$ cat config.mk
export PLATFORM = sky130hd
export DESIGN_NAME = lis_seq
export DESIGN_NICKNAME = d
export VERILOG_FILES = /design/src/design/lis_pkg.sv /design/src/design/lis_seq.sv
export SDC_FILE = /design/constraint.sdc
export NUM_CORES = 1
export LEC_CHECK = 0
export BUFFER_PORTS_ARGS = -buffer_cell sky130_fd_sc_hd__clkbuf_2
export CAP_MARGIN = 20
export CORE_AREA = 10 10 131 133
export DETAILED_ROUTE_END_ITERATION = 10
export DIE_AREA = 0 0 141 143
export PLACE_DENSITY = 0.72
export SKIP_CTS_REPAIR_TIMING = 1
export SYNTH_ARGS = -nofsm -noshare
export SYNTH_HDL_FRONTEND = slang
export SYNTH_SLANG_ARGS = --single-unit
$ cat constraint.sdc
create_clock -name i_clk -period 10.6 [get_ports i_clk]
set_clock_uncertainty 0.2 [all_clocks]
set_input_delay 2.12 -clock i_clk [delete_from_list [all_inputs] [get_ports i_clk]]
set_output_delay 2.12 -clock i_clk [all_outputs]
set_load 0.005 [all_outputs]
$ cat src/design/lis_pkg.sv
// ----------------------------------------------------------------------------
// lis_pkg
// Shared types and constants for the longest increasing subsequence tracker:
// sequencer states, the result record and the data widths.
// ----------------------------------------------------------------------------
package lis_pkg;

    // Default depth of the tail table
    localparam int unsigned MAX_LEN_DEF = 1024;

    // Width of one stream value
    localparam int unsigned DATA_W = 32;

    // Width of the reported length field
    localparam int unsigned LEN_OUT_W = 11;

    // Flip the sign bit so that an unsigned compare gives signed order
    localparam logic [DATA_W-1:0] SIGN_FLIP = {1'b1, {(DATA_W-1){1'b0}}};

    // Configuration register indexes
    localparam logic REG_ALLOW_EQUAL = 1'b0;

    // Sequencer states
    typedef enum logic [1:0] {
        S_IDLE,
        S_TOP_CMP,
        S_SRCH_CMP,
        S_DONE
    } t_seq_state;

    // One finished result, handed from the sequencer to the output stage
    typedef struct packed {
        logic [LEN_OUT_W-1:0] len;
        logic                 last;
        logic                 ovf;
    } t_result;

endpackage

$ cat src/design/lis_seq.sv
// ----------------------------------------------------------------------------
// lis_seq
// Sequencer around one shared key comparator: checks a new key against the
// top tail, then binary-searches the tail memory for the slot to replace,
// one probe per cycle, and updates the running length and overflow flag.
// ----------------------------------------------------------------------------
module lis_seq
    import lis_pkg::*;
#(
    parameter int unsigned MAX_LEN = MAX_LEN_DEF,
    parameter int unsigned ADDR_W  = $clog2(MAX_LEN_DEF),
    parameter int unsigned LEN_W   = $clog2(MAX_LEN_DEF + 1)
) (
    input  logic                     i_clk,
    input  logic                     i_rst_n,
    // request side
    input  logic                     i_in_valid,
    output logic                     o_in_ready,
    input  logic signed [DATA_W-1:0] i_value,
    input  logic                     i_last,
    input  logic                     i_allow_equal,
    // tail memory
    output logic                     o_rd_en,
    output logic [ADDR_W-1:0]        o_rd_addr,
    input  logic [DATA_W-1:0]        i_rd_data,
    output logic                     o_wr_en,
    output logic [ADDR_W-1:0]        o_wr_addr,
    output logic [DATA_W-1:0]        o_wr_data,
    // result side
    output logic                     o_res_valid,
    input  logic                     i_res_ready,
    output t_result                  o_res
);

    t_seq_state        r_state, n_state;
    logic [LEN_W-1:0]  r_len, n_len;
    logic              r_ovf, n_ovf;
    logic [DATA_W-1:0] r_key, n_key;
    logic              r_last, n_last;
    logic [ADDR_W-1:0] r_lo, n_lo;
    logic [ADDR_W-1:0] r_hi, n_hi;
    logic [ADDR_W-1:0] r_mid, n_mid;

    logic [DATA_W-1:0] key_in;
    logic              go_left;
    logic [ADDR_W-1:0] top_idx;
    logic [ADDR_W-1:0] s_lo;
    logic [ADDR_W-1:0] s_hi;

    assign key_in  = i_value ^ SIGN_FLIP;
    assign top_idx = ADDR_W'(r_len - LEN_W'(1));

    // Shared comparator: stored tail lies to the right of the key
    assign go_left = i_allow_equal ? (i_rd_data > r_key) : (i_rd_data >= r_key);

    // Narrow the search window from the probe just read
    always_comb begin
        if (go_left) begin
            s_lo = r_lo;
            s_hi = r_mid;
        end else begin
            s_lo = r_mid + ADDR_W'(1);
            s_hi = r_hi;
        end
    end

    // Control state
    always_ff @(posedge i_clk) begin
        if (!i_rst_n) begin
            r_state <= S_IDLE;
            r_len   <= '0;
            r_ovf   <= 1'b0;
        end else begin
            r_state <= n_state;
            r_len   <= n_len;
            r_ovf   <= n_ovf;
        end
    end

    // Working registers
    always_ff @(posedge i_clk) begin
        r_key  <= n_key;
        r_last <= n_last;
        r_lo   <= n_lo;
        r_hi   <= n_hi;
        r_mid  <= n_mid;
    end

    // Next state and memory commands
    always_comb begin
        n_state   = r_state;
        n_len     = r_len;
        n_ovf     = r_ovf;
        n_key     = r_key;
        n_last    = r_last;
        n_lo      = r_lo;
        n_hi      = r_hi;
        n_mid     = r_mid;
        o_in_ready  = 1'b0;
        o_rd_en     = 1'b0;
        o_rd_addr   = r_mid;
        o_wr_en     = 1'b0;
        o_wr_addr   = r_lo;
        o_wr_data   = r_key;
        o_res_valid = 1'b0;

        unique case (r_state)
            S_IDLE: begin
                // take no request while reset is held
                o_in_ready = i_rst_n;
                if (i_in_valid && i_rst_n) begin
                    n_key  = key_in;
                    n_last = i_last;
                    if (r_len == '0) begin
                        // first item of a run: open the table
                        o_wr_en   = 1'b1;
                        o_wr_addr = '0;
                        o_wr_data = key_in;
                        n_len     = LEN_W'(1);
                        n_state   = S_DONE;
                    end else begin
                        // fetch the top tail
                        o_rd_en   = 1'b1;
                        o_rd_addr = top_idx;
                        n_state   = S_TOP_CMP;
                    end
                end
            end

            S_TOP_CMP: begin
                if (!go_left) begin
                    // extend, or saturate when the table is full
                    if (r_len < LEN_W'(MAX_LEN)) begin
                        o_wr_en   = 1'b1;
                        o_wr_addr = ADDR_W'(r_len);
                        n_len     = r_len + LEN_W'(1);
                    end else begin
                        n_ovf = 1'b1;
                    end
                    n_state = S_DONE;
                end else if (top_idx == '0) begin
                    // single entry: replace it
                    o_wr_en   = 1'b1;
                    o_wr_addr = '0;
                    n_state   = S_DONE;
                end else begin
                    // start the search over [0, top)
                    n_lo      = '0;
                    n_hi      = top_idx;
                    n_mid     = top_idx >> 1;
                    o_rd_en   = 1'b1;
                    o_rd_addr = top_idx >> 1;
                    n_state   = S_SRCH_CMP;
                end
            end

            S_SRCH_CMP: begin
                n_lo = s_lo;
                n_hi = s_hi;
                if (s_lo == s_hi) begin
                    // slot found: replace its tail
                    o_wr_en   = 1'b1;
                    o_wr_addr = s_lo;
                    n_state   = S_DONE;
                end else begin
                    // probe the middle of the remaining window
                    n_mid     = s_lo + ((s_hi - s_lo) >> 1);
                    o_rd_en   = 1'b1;
                    o_rd_addr = s_lo + ((s_hi - s_lo) >> 1);
                end
            end

            S_DONE: begin
                o_res_valid = 1'b1;
                if (i_res_ready) begin
                    if (r_last) begin
                        n_len = '0;
                    end
                    n_state = S_IDLE;
                end
            end

            default: begin
                n_state = S_IDLE;
            end
        endcase
    end

    assign o_res.len  = LEN_OUT_W'(r_len);
    assign o_res.last = r_last;
    assign o_res.ovf  = r_ovf;

endmodule

==> results of run 1 <==
==> kinds of logic (layout without fill, tap and decap cells) <==
group	after synthesis	after routing	share of synthesized area
simple gates	254	254	0.174
compound gates	207	207	0.203
buf+inv	107	228	0.0657
flops	77	77	0.338
fa+ha+maj	61	61	0.121
xor+xnor	44	44	0.0621
mux	23	23	0.0364
==> flip-flops by register name, summed over array words and instances, names as in the netlist <==
signal   count
r_len       11
r_key       32
r_ovf        1
r_lo        10
r_hi        10
r_mid       10
r_state      2
r_last       1
==> path summary, 6_finish.rpt <==
| check | start | end | slack, ns |
|---|---|---|---|
| hold / removal | r_ovf$_SDFFE_PN0P_ | r_ovf$_SDFFE_PN0P_ | 0.26 |
| hold reg to reg | r_ovf$_SDFFE_PN0P_ | r_ovf$_SDFFE_PN0P_ | 0.26 |
| setup reg to reg | r_key[15]$_DFFE_PP_ | r_mid[9]$_DFFE_PP_ | 4.46 |
| setup / recovery | i_rd_data[1] | o_rd_addr[9] | 0.69 |
==> worst max-delay path, cell delays in order <==
cell and delay, ns:
clkbuf_2 0.09, ha_1 0.28, nor2b_1 0.15, o211ai_1 0.09, a2111oi_0 0.48, o31a_1 0.32
o21a_1 0.18, buf_4 0.26, nand2_1 0.09, nand2_1 0.14, ha_1 0.26, a21o_1 0.19
a21o_1 0.21, and4_1 0.17, o21ai_0 0.10, o211a_4 0.22, o21bai_1 0.07, a21o_1 0.20
xor2_1 0.15, ha_1 0.35, nand2_1 0.11, or4_1 0.43, o221a_1 0.29, mux2i_1 0.15
a211oi_2 0.27, o311ai_2 0.10, clkbuf_2 0.14
==> layout make-up <==
| class | count | area, um2 |
|---|---|---|
| Clock buffer | 10 | 229 |
| Clock inverter | 6 | 62.6 |
| Fill cell | 1389 | 6850 |
| Inverter | 62 | 233 |
| Multi-Input combinational cell | 589 | 3840 |
| Sequential cell | 77 | 2170 |
| Tap cell | 184 | 230 |
| Timing Repair Buffer | 150 | 801 |
==> cells in the mapped netlist (4+ instances only) <==
| cell type | count | share of area |
|---|---|---|
| a221oi_1 | 5 | 0.0068 |
| o21ai_0 | 64 | 0.050 |
| o22ai_1 | 4 | 0.0039 |
| a22oi_1 | 10 | 0.012 |
| dfxtp_1 | 14 | 0.044 |
| mux2i_1 | 20 | 0.031 |
| and2_1 | 6 | 0.0058 |
| a31oi_1 | 7 | 0.0068 |
| o21bai_1 | 4 | 0.0047 |
| inv_1 | 61 | 0.036 |
| o211ai_1 | 5 | 0.0058 |
| nor3_1 | 8 | 0.0062 |
| clkbuf_1 | 35 | 0.020 |
| nand4_1 | 19 | 0.019 |
| nand3_1 | 12 | 0.0094 |
| buf_2 | 4 | 0.0031 |
| a21o_1 | 13 | 0.015 |
| ha_1 | 59 | 0.11 |
| xor2_1 | 14 | 0.019 |
| o21ai_1 | 5 | 0.0039 |
| and3_1 | 4 | 0.0039 |
| a21oi_1 | 59 | 0.046 |
| edfxtp_1 | 63 | 0.29 |
| xnor2_1 | 29 | 0.040 |
| nor2_1 | 73 | 0.043 |
| nand2_1 | 114 | 0.067 |
==> routing by layer <==
layer	vias up	part of all wire	track usage
li1	2990	-	-
met1	2800	0.44	0.250
met2	308	0.45	0.314
met3	29	0.093	0.0551
met4	0	0.017	0.0625
met5	-	0	0
==> stage by stage <==
step | total power [uW] | setup WS, ns | area (um2) | utilization
after floorplan | 1940 | 1.11 | 6420 | -
after global placement | 2460 | 0.901 | 7250 | 0.503
after detailed placement | 2480 | 0.702 | 7250 | 0.503
after CTS | 2800 | 0.664 | 7540 | 0.523
after global routing | 3050 | 0.298 | 7570 | 0.525
final | 2830 | 0.693 | 7570 | 0.525
==> power by group through the flow <==
stage / combinational (uW) / sequential (uW) / clock [uW]
2_1_floorplan: 1450 / 488 / 0
5_1_grt: 2170 / 549 / 328
3_5_place_dp: 1940 / 543 / 0
4_1_cts: 1950 / 537 / 317
3_3_place_gp: 1920 / 541 / 0
6_report: 1970 / 542 / 311
==> impl_metrics.csv, run 1 <==
group,metric,value,unit
outcome,outcome,"completed",
grt,grt_antenna_before_repair,0,
worst_setup_path,crit_arrival,7.59,ns
synth,async_flop_share,0,
sta,final-setup-viol-count,0,
finish,area_delta_synth_final,17.9,%
min_path,hold_path_class,"flip-flop to flip-flop",
synth,synthFlopType,"edfxtp_1",
min_path,whs_path_depth,2,
sta,drv_slew,0,
sta,holdWs,0.256,ns
die,io_pins,139,
sta,slew_headroom,0.419,
grt,grt_max_degree,65,
synth,synth.distinct_cells,68,
cts,cts_sinks,77,
route,ant_nets,0,
synth,yosysSeqAreaShare,0.338,
synth,syn_nets,904,
die,core-area,14400,um2
sta,hold_viol,0,
pwr,switching_power,1370,uW
route,drtIter0Drc,472,
route,routed_wl,20300,um
cts,htree_num_levels,3,
worst_setup_path,path_class,"input port to primary output",
route,wire_per_inst,18.8,um
route,viasPerCell,5.68,
pwr,power_frac_comb,0.698,
cts,worstSkewPairLatency,0.35,ns
synth,synth_warnings,0,
die,dieArea,20200,um2
finish,layout_common_cells,"clkbuf_2, nand2_1, nor2_1",
sta,fmax,0.101,GHz
worst_setup_path,endpoint_kind,"primary output",
pwr,p_leak,0.00333,uW
synth,synth_area,6420,um2
pwr,max-vdd-ir-drop,0.370,mV
synth,synthCells,773,
sta,fin_setup_tns,0,ns
die,dieHeight,143,um
cts,path_clk_slew,0.05,ns
pwr,clockPowerShare,0.110,
die,start_util,0.445,
placement,dp_cells,1061,
synth,synth_edf_count,63,
route,via_count,6127,
grt,grt_pass1_vias,5985,
placement,io_buffers,138,
pwr,power_density,374,nW/um2
cts,cts_tree,"yes",
finish,insertedDiodeCount,0,
worst_setup_path,r2r.worst_path.cells,25,
grt,gr-total-overflow,0,
sta,worstMarginPinSlew,0.868,ns
synth,synth.ff_latch_count,77,
die,die_width,141,um
finish,drive_gt1_frac,0.201,
route,dr.pass1.iters,5,
cts,clk_path_buf_depth,2,
grt,grt_pass1_wl,32000,um
sta,min_period,9.91,ns
finish,final_common_cell,"clkbuf_2",
finish,instances_no_fill,1078,
die,num_rows,44,
route,route.detailed.drc,0,
pwr,sw_frac_of_total,0.483,
sta,rsz0062_at_grt,"no",
worst_setup_path,critical_path_peak_fanout,19,
cts,numCtsBuffers,9,
worst_setup_path,startpoint_type,"input port",
finish,final_net_count,1020,
placement,gp_congestion,0.951,
grt,grt_usage,0.196,
pwr,internal_power,1460,uW
synth,avgSynthCellArea,8.31,um2
job,maxCapViolations,0,
cts,clockRootBuffer,"clkbuf_16",
pwr,seqPwrFrac,0.192,
placement,dp_hpwl,15800,um
worst_setup_path,required,8.28,ns
sta,fin_crit_sh,0.935,
No activity file was read; power rests on OpenSTA's default activity.
==> run 2, diff against run 1 <==
CORE_AREA = 10 10 147 149   (was 10 10 131 133)
DIE_AREA = 0 0 157 159   (was 0 0 141 143)
PLACE_DENSITY = 0.6   (was 0.72)
==> run 2 against run 1 <==
Final area up 0.78%. Fmax down 0.52%. First-iteration DRC count up 37%. Cell count up 4.6%. Utilization down 11 points. Worst hold slack better by 0.0036 ns. Flip-flop and latch count unchanged. Critical endpoint unchanged.
==> impl_metrics.csv, run 2 (synthesis gave the netlist of run 1 again) <==
group,metric,value,unit
finish,area_delta_synth_final,18.8,%
sta,fin_crit_sh,0.939,
finish,drive_gt1_frac,0.202,
cts,worstSkewPairLatency,0.35,ns
worst_setup_path,slowest_delay,0.45,ns
die,core-area,18600,um2
finish,final_net_count,1020,
worst_setup_path,startpoint_type,"input port",
job,maxCapViolations,0,
cts,cts_sinks,77,
cts,clockRootBuffer,"clkbuf_16",
cts,cts_tree,"yes",
sta,worstMarginPinSlew,0.855,ns
sta,rsz0062_at_grt,"no",
cts,numCtsBuffers,9,
finish,largestRegisters,"r_key (32), r_len (11)",
grt,gr-total-overflow,0,
placement,gp_congestion,0.922,
pwr,finalPower,2880,uW
pwr,max-vdd-ir-drop,0.278,mV
route,wire_per_inst,19.3,um
sta,fmax,0.100,GHz
sta,slew_headroom,0.428,
finish,insertedDiodeCount,0,
cts,htree_num_levels,3,
route,drtIter0Drc,645,
worst_setup_path,crit_arrival,7.64,ns
pwr,power_density,377,nW/um2
placement,placedInstanceArea,7320,um2
sta,fin_setup_tns,0,ns
pwr,p_leak,0.00334,uW
die,die_width,157,um
sta,holdWs,0.259,ns
sta,fin_ws,0.641,ns
finish,final_common_cell,"clkbuf_2",
route,ant_nets,0,
grt,grt_max_degree,64,
die,dieHeight,159,um
sta,min_period,9.96,ns
worst_setup_path,critical_path_peak_fanout,12,
sta,final-setup-viol-count,0,
sta,hold_viol,0,
route,dr.pass1.iters,6,
route,route.detailed.drc,0,
placement,dp_hpwl,16800,um
finish,largest_reg_flops,32,
route,routed_wl,21700,um
die,dieArea,25000,um2
worst_setup_path,required,8.28,ns
die,num_rows,50,
grt,grt_pass1_wl,33800,um
worst_setup_path,cp_slowest_cell,"o21a_1",
sta,drv_slew,0,
outcome,outcome,"completed",
cts,clk_path_buf_depth,2,
route,viasPerCell,5.38,
die,start_util,0.346,
die,io_pins,139,
cts,path_clk_slew,0.07,ns
grt,grt_pass1_vias,5916,
finish,regMostFlops,"r_key",
grt,grt_antenna_before_repair,0,
worst_setup_path,endpoint_kind,"primary output",
worst_setup_path,path_class,"input port to primary output",
placement,dp_slack,0.698,ns
min_path,hold_path_class,"flip-flop to flip-flop",
finish,stdcell_area,7630,um2
route,via_count,6068,
finish,layout_common_cells,"clkbuf_2, nand2_1, nor2_1",
grt,grt_usage,0.170,
placement,io_buffers,138,
-- run 2: report_power, final --
part	switching [uW]	total (uW)	internal [uW]
registers	94.3	542	448
clock network	129	323	194
logic	1180	2010	830
-- run 2: worst paths after layout --
kind,startpoint,end,slack [ns],cells past startpoint
min reg2reg,r_ovf$_SDFFE_PN0P_,r_ovf$_SDFFE_PN0P_,0.26,2
min,r_ovf$_SDFFE_PN0P_,r_ovf$_SDFFE_PN0P_,0.26,2
max reg2reg,r_key[26]$_DFFE_PP_,r_mid[9]$_DFFE_PP_,4.40,24
max,i_rd_data[26],o_rd_addr[9],0.64,25
-- run 2: per-layer routing --
layer | global-route usage | vias to the layer above | wire, um
li1 | - | 2988 | -
met1 | 0.229 | 2785 | 9930
met2 | 0.262 | 269 | 9610
met3 | 0.0421 | 26 | 1820
met4 | 0.0489 | 0 | 364
met5 | 0 | - | 0
-- run 2: critical path, delay by kind of cell --
family                     cells  cell delay [ns]
AOI/OAI and AO/OA             12             2.41
xor gates and xnor gates       1             0.14
and+or+nand+nor                5             1.35
adders and majority gates      3             0.95
muxes                          2             0.44
buffers and inverters          2             0.22
-- run 2: cell type report --
type                    instances  area [um2]
repair buffers                150         781
well taps                     234         293
inverters                      62         233
clock buffers                  14         297
multi-input cells             589        3840
flip-flops and latches         77        2170
fillers                      1911       11000
clock inverters                 2        11.3
-- run 2: through the flow --
| step | util | instances |
|---|---|---|
| after global placement | 0.394 | 1112 |
| after floorplan | - | 773 |
| after CTS | 0.411 | 1128 |
| after detailed placement | 0.394 | 1112 |
| final | 0.411 | 1128 |
| after global routing | 0.411 | 1128 |
==> run 3, diff against run 2 <==
MAX_ROUTING_LAYER = met4   (was default)
PLACE_DENSITY = 0.65   (was 0.6)
==> run 3 against run 2 <==
Routed wire length is 2.7% lower. Sequential share of layout area up 0.11 points. Fmax down 2.5%. Final area fell by 0.38%. Sequential power about the same. First-iteration DRC count down 28%. Clock power fell by 5%. Register-to-register slack got worse by 0.23 ns. Total power down 0.24%. Combinational power barely moved. Flip-flop and latch count did not move. Utilization shrank 0.15 points. Largest power group unchanged.
==> impl_metrics.csv, run 3 (synthesis gave the netlist of run 1 again) <==
group,metric,value,unit
sta,worstMarginPinSlew,0.989,ns
grt,grt_pass1_vias,5974,
sta,drv_slew,0,
grt,grt_max_degree,64,
pwr,sw_frac_of_total,0.493,
grt,grt_pass1_wl,32900,um
route,viasPerCell,5.47,
finish,largest_reg_flops,32,
finish,drive_gt1_frac,0.202,
die,die_width,157,um
cts,numCtsBuffers,9,
grt,grt_usage,0.169,
grt,gr-total-overflow,0,
finish,final_common_cell,"clkbuf_2",
route,route.detailed.drc,0,
worst_setup_path,endpoint_kind,"primary output",
sta,hold_viol,0,
cts,cts_tree,"yes",
sta,min_period,10.22,ns
sta,fmax,0.0979,GHz
placement,gp_congestion,0.966,
pwr,seqPwrFrac,0.189,
pwr,max-vdd-ir-drop,0.316,mV
worst_setup_path,startpoint_type,"input port",
sta,final-setup-viol-count,0,
cts,clockRootBuffer,"clkbuf_16",
worst_setup_path,path_class,"input port to primary output",
finish,insertedDiodeCount,0,
route,drtIter0Drc,467,
finish,largestRegisters,"r_key (32), r_len (11)",
cts,htree_num_levels,3,
outcome,outcome,"completed",
placement,dp_slack,0.444,ns
cts,clk_path_buf_depth,2,
sta,fin_setup_tns,0,ns
pwr,switching_power,1410,uW
sta,fin_crit_sh,0.964,
pwr,p_leak,0.00332,uW
route,routed_wl,21100,um
route,via_count,6164,
finish,layout_common_cells,"clkbuf_2, nand2_1, nor2_1",
pwr,internal_power,1460,uW
finish,area_delta_synth_final,18.4,%
min_path,hold_path_class,"flip-flop to flip-flop",
finish,regMostFlops,"r_key",
die,dieHeight,159,um
route,ant_nets,0,
pwr,power_frac_comb,0.704,
worst_setup_path,required,8.28,ns
die,core-area,18600,um2
pwr,power_density,378,nW/um2
sta,rsz0062_at_grt,"no",
sta,fin_ws,0.385,ns
cts,cts_sinks,77,
sta,slew_headroom,0.338,
pwr,clockPowerShare,0.107,
job,maxCapViolations,0,
finish,final_net_count,1018,
die,io_pins,139,
placement,dp_hpwl,16500,um
cts,path_clk_slew,0.06,ns
worst_setup_path,critical_path_peak_fanout,14,
die,dieArea,25000,um2
worst_setup_path,cp-startpoint,"i_rd_data[26]",
placement,io_buffers,138,
die,start_util,0.346,
route,dr.pass1.iters,7,
worst_setup_path,crit_arrival,7.90,ns
min_path,holdCritStartpoint,"r_ovf$_SDFFE_PN0P_",
die,num_rows,50,
worst_setup_path,r2r-start,"r_key[26]$_DFFE_PP_",
grt,grt_antenna_before_repair,0,
cts,worstSkewPairLatency,0.34,ns
route,wire_per_inst,18.8,um
-- run 3: cell types whose count changed in the layout (fill, tap and decap cells not counted), sizes merged --
cell,previous run,this run
clkbuf,152,150
inv,62,64
buf,12,10
-- run 3: power by group through the flow --
stage / combinational, uW / sequential, uW / clock, uW
2_1_floorplan: 1450 / 488 / 0
3_3_place_gp: 1970 / 543 / 0
3_5_place_dp: 1990 / 543 / 0
6_report: 2020 / 542 / 308
5_1_grt: 2220 / 549 / 332
4_1_cts: 2000 / 537 / 320
-- run 3: path summary, 6_finish.rpt --
kind	cells past startpoint	end	slack [ns]
setup / recovery	25	o_rd_addr[9]	0.38
hold / removal	2	r_ovf$_SDFFE_PN0P_	0.26
setup reg to reg	24	r_mid[9]$_DFFE_PP_	4.17
hold reg to reg	2	r_ovf$_SDFFE_PN0P_	0.26
-- run 3: cell type report --
class	count	area [um2]
Fill cell	1894	11000
Multi-Input combinational cell	589	3840
Sequential cell	77	2170
Timing Repair Buffer	148	766
Tap cell	234	293
Clock buffer	12	268
Inverter	62	233
Clock inverter	4	26.3
-- run 3: metrics by stage --
stage	hold slack, ns	cells	power, uW	area, um2	utilization
2_1_floorplan	0.235	773	1940	6420	-
3_3_place_gp	0.245	1110	2510	7310	0.393
3_5_place_dp	0.251	1110	2530	7310	0.393
4_1_cts	0.260	1126	2860	7600	0.409
5_1_grt	0.307	1126	3100	7600	0.409
6_report	0.257	1126	2870	7600	0.409
-- run 3: critical path, stage by stage --
cell and delay (ns):
clkbuf_2 0.08, ha_1 0.31, nand4_1 0.17, nor4_2 0.48
a32oi_1 0.22, o211ai_2 0.16, o21a_1 0.53, mux2i_1 0.30
ha_1 0.28, a21o_1 0.18, a21o_1 0.20, and4_1 0.17
o21ai_0 0.12, o211a_4 0.24, o21bai_1 0.08, a21o_1 0.20
xor2_1 0.15, ha_1 0.36, nand2_1 0.11, or4_1 0.42
o221a_1 0.30, mux2i_1 0.19, a211oi_2 0.08, o311ai_2 0.26
clkbuf_2 0.17
-- run 3: metal layers --
layer | global-route usage | wire length, um
met1 | 0.219 | 9250
met2 | 0.256 | 9320
met3 | 0.0372 | 2050
met4 | 0.0532 | 531
met5 | - | 0
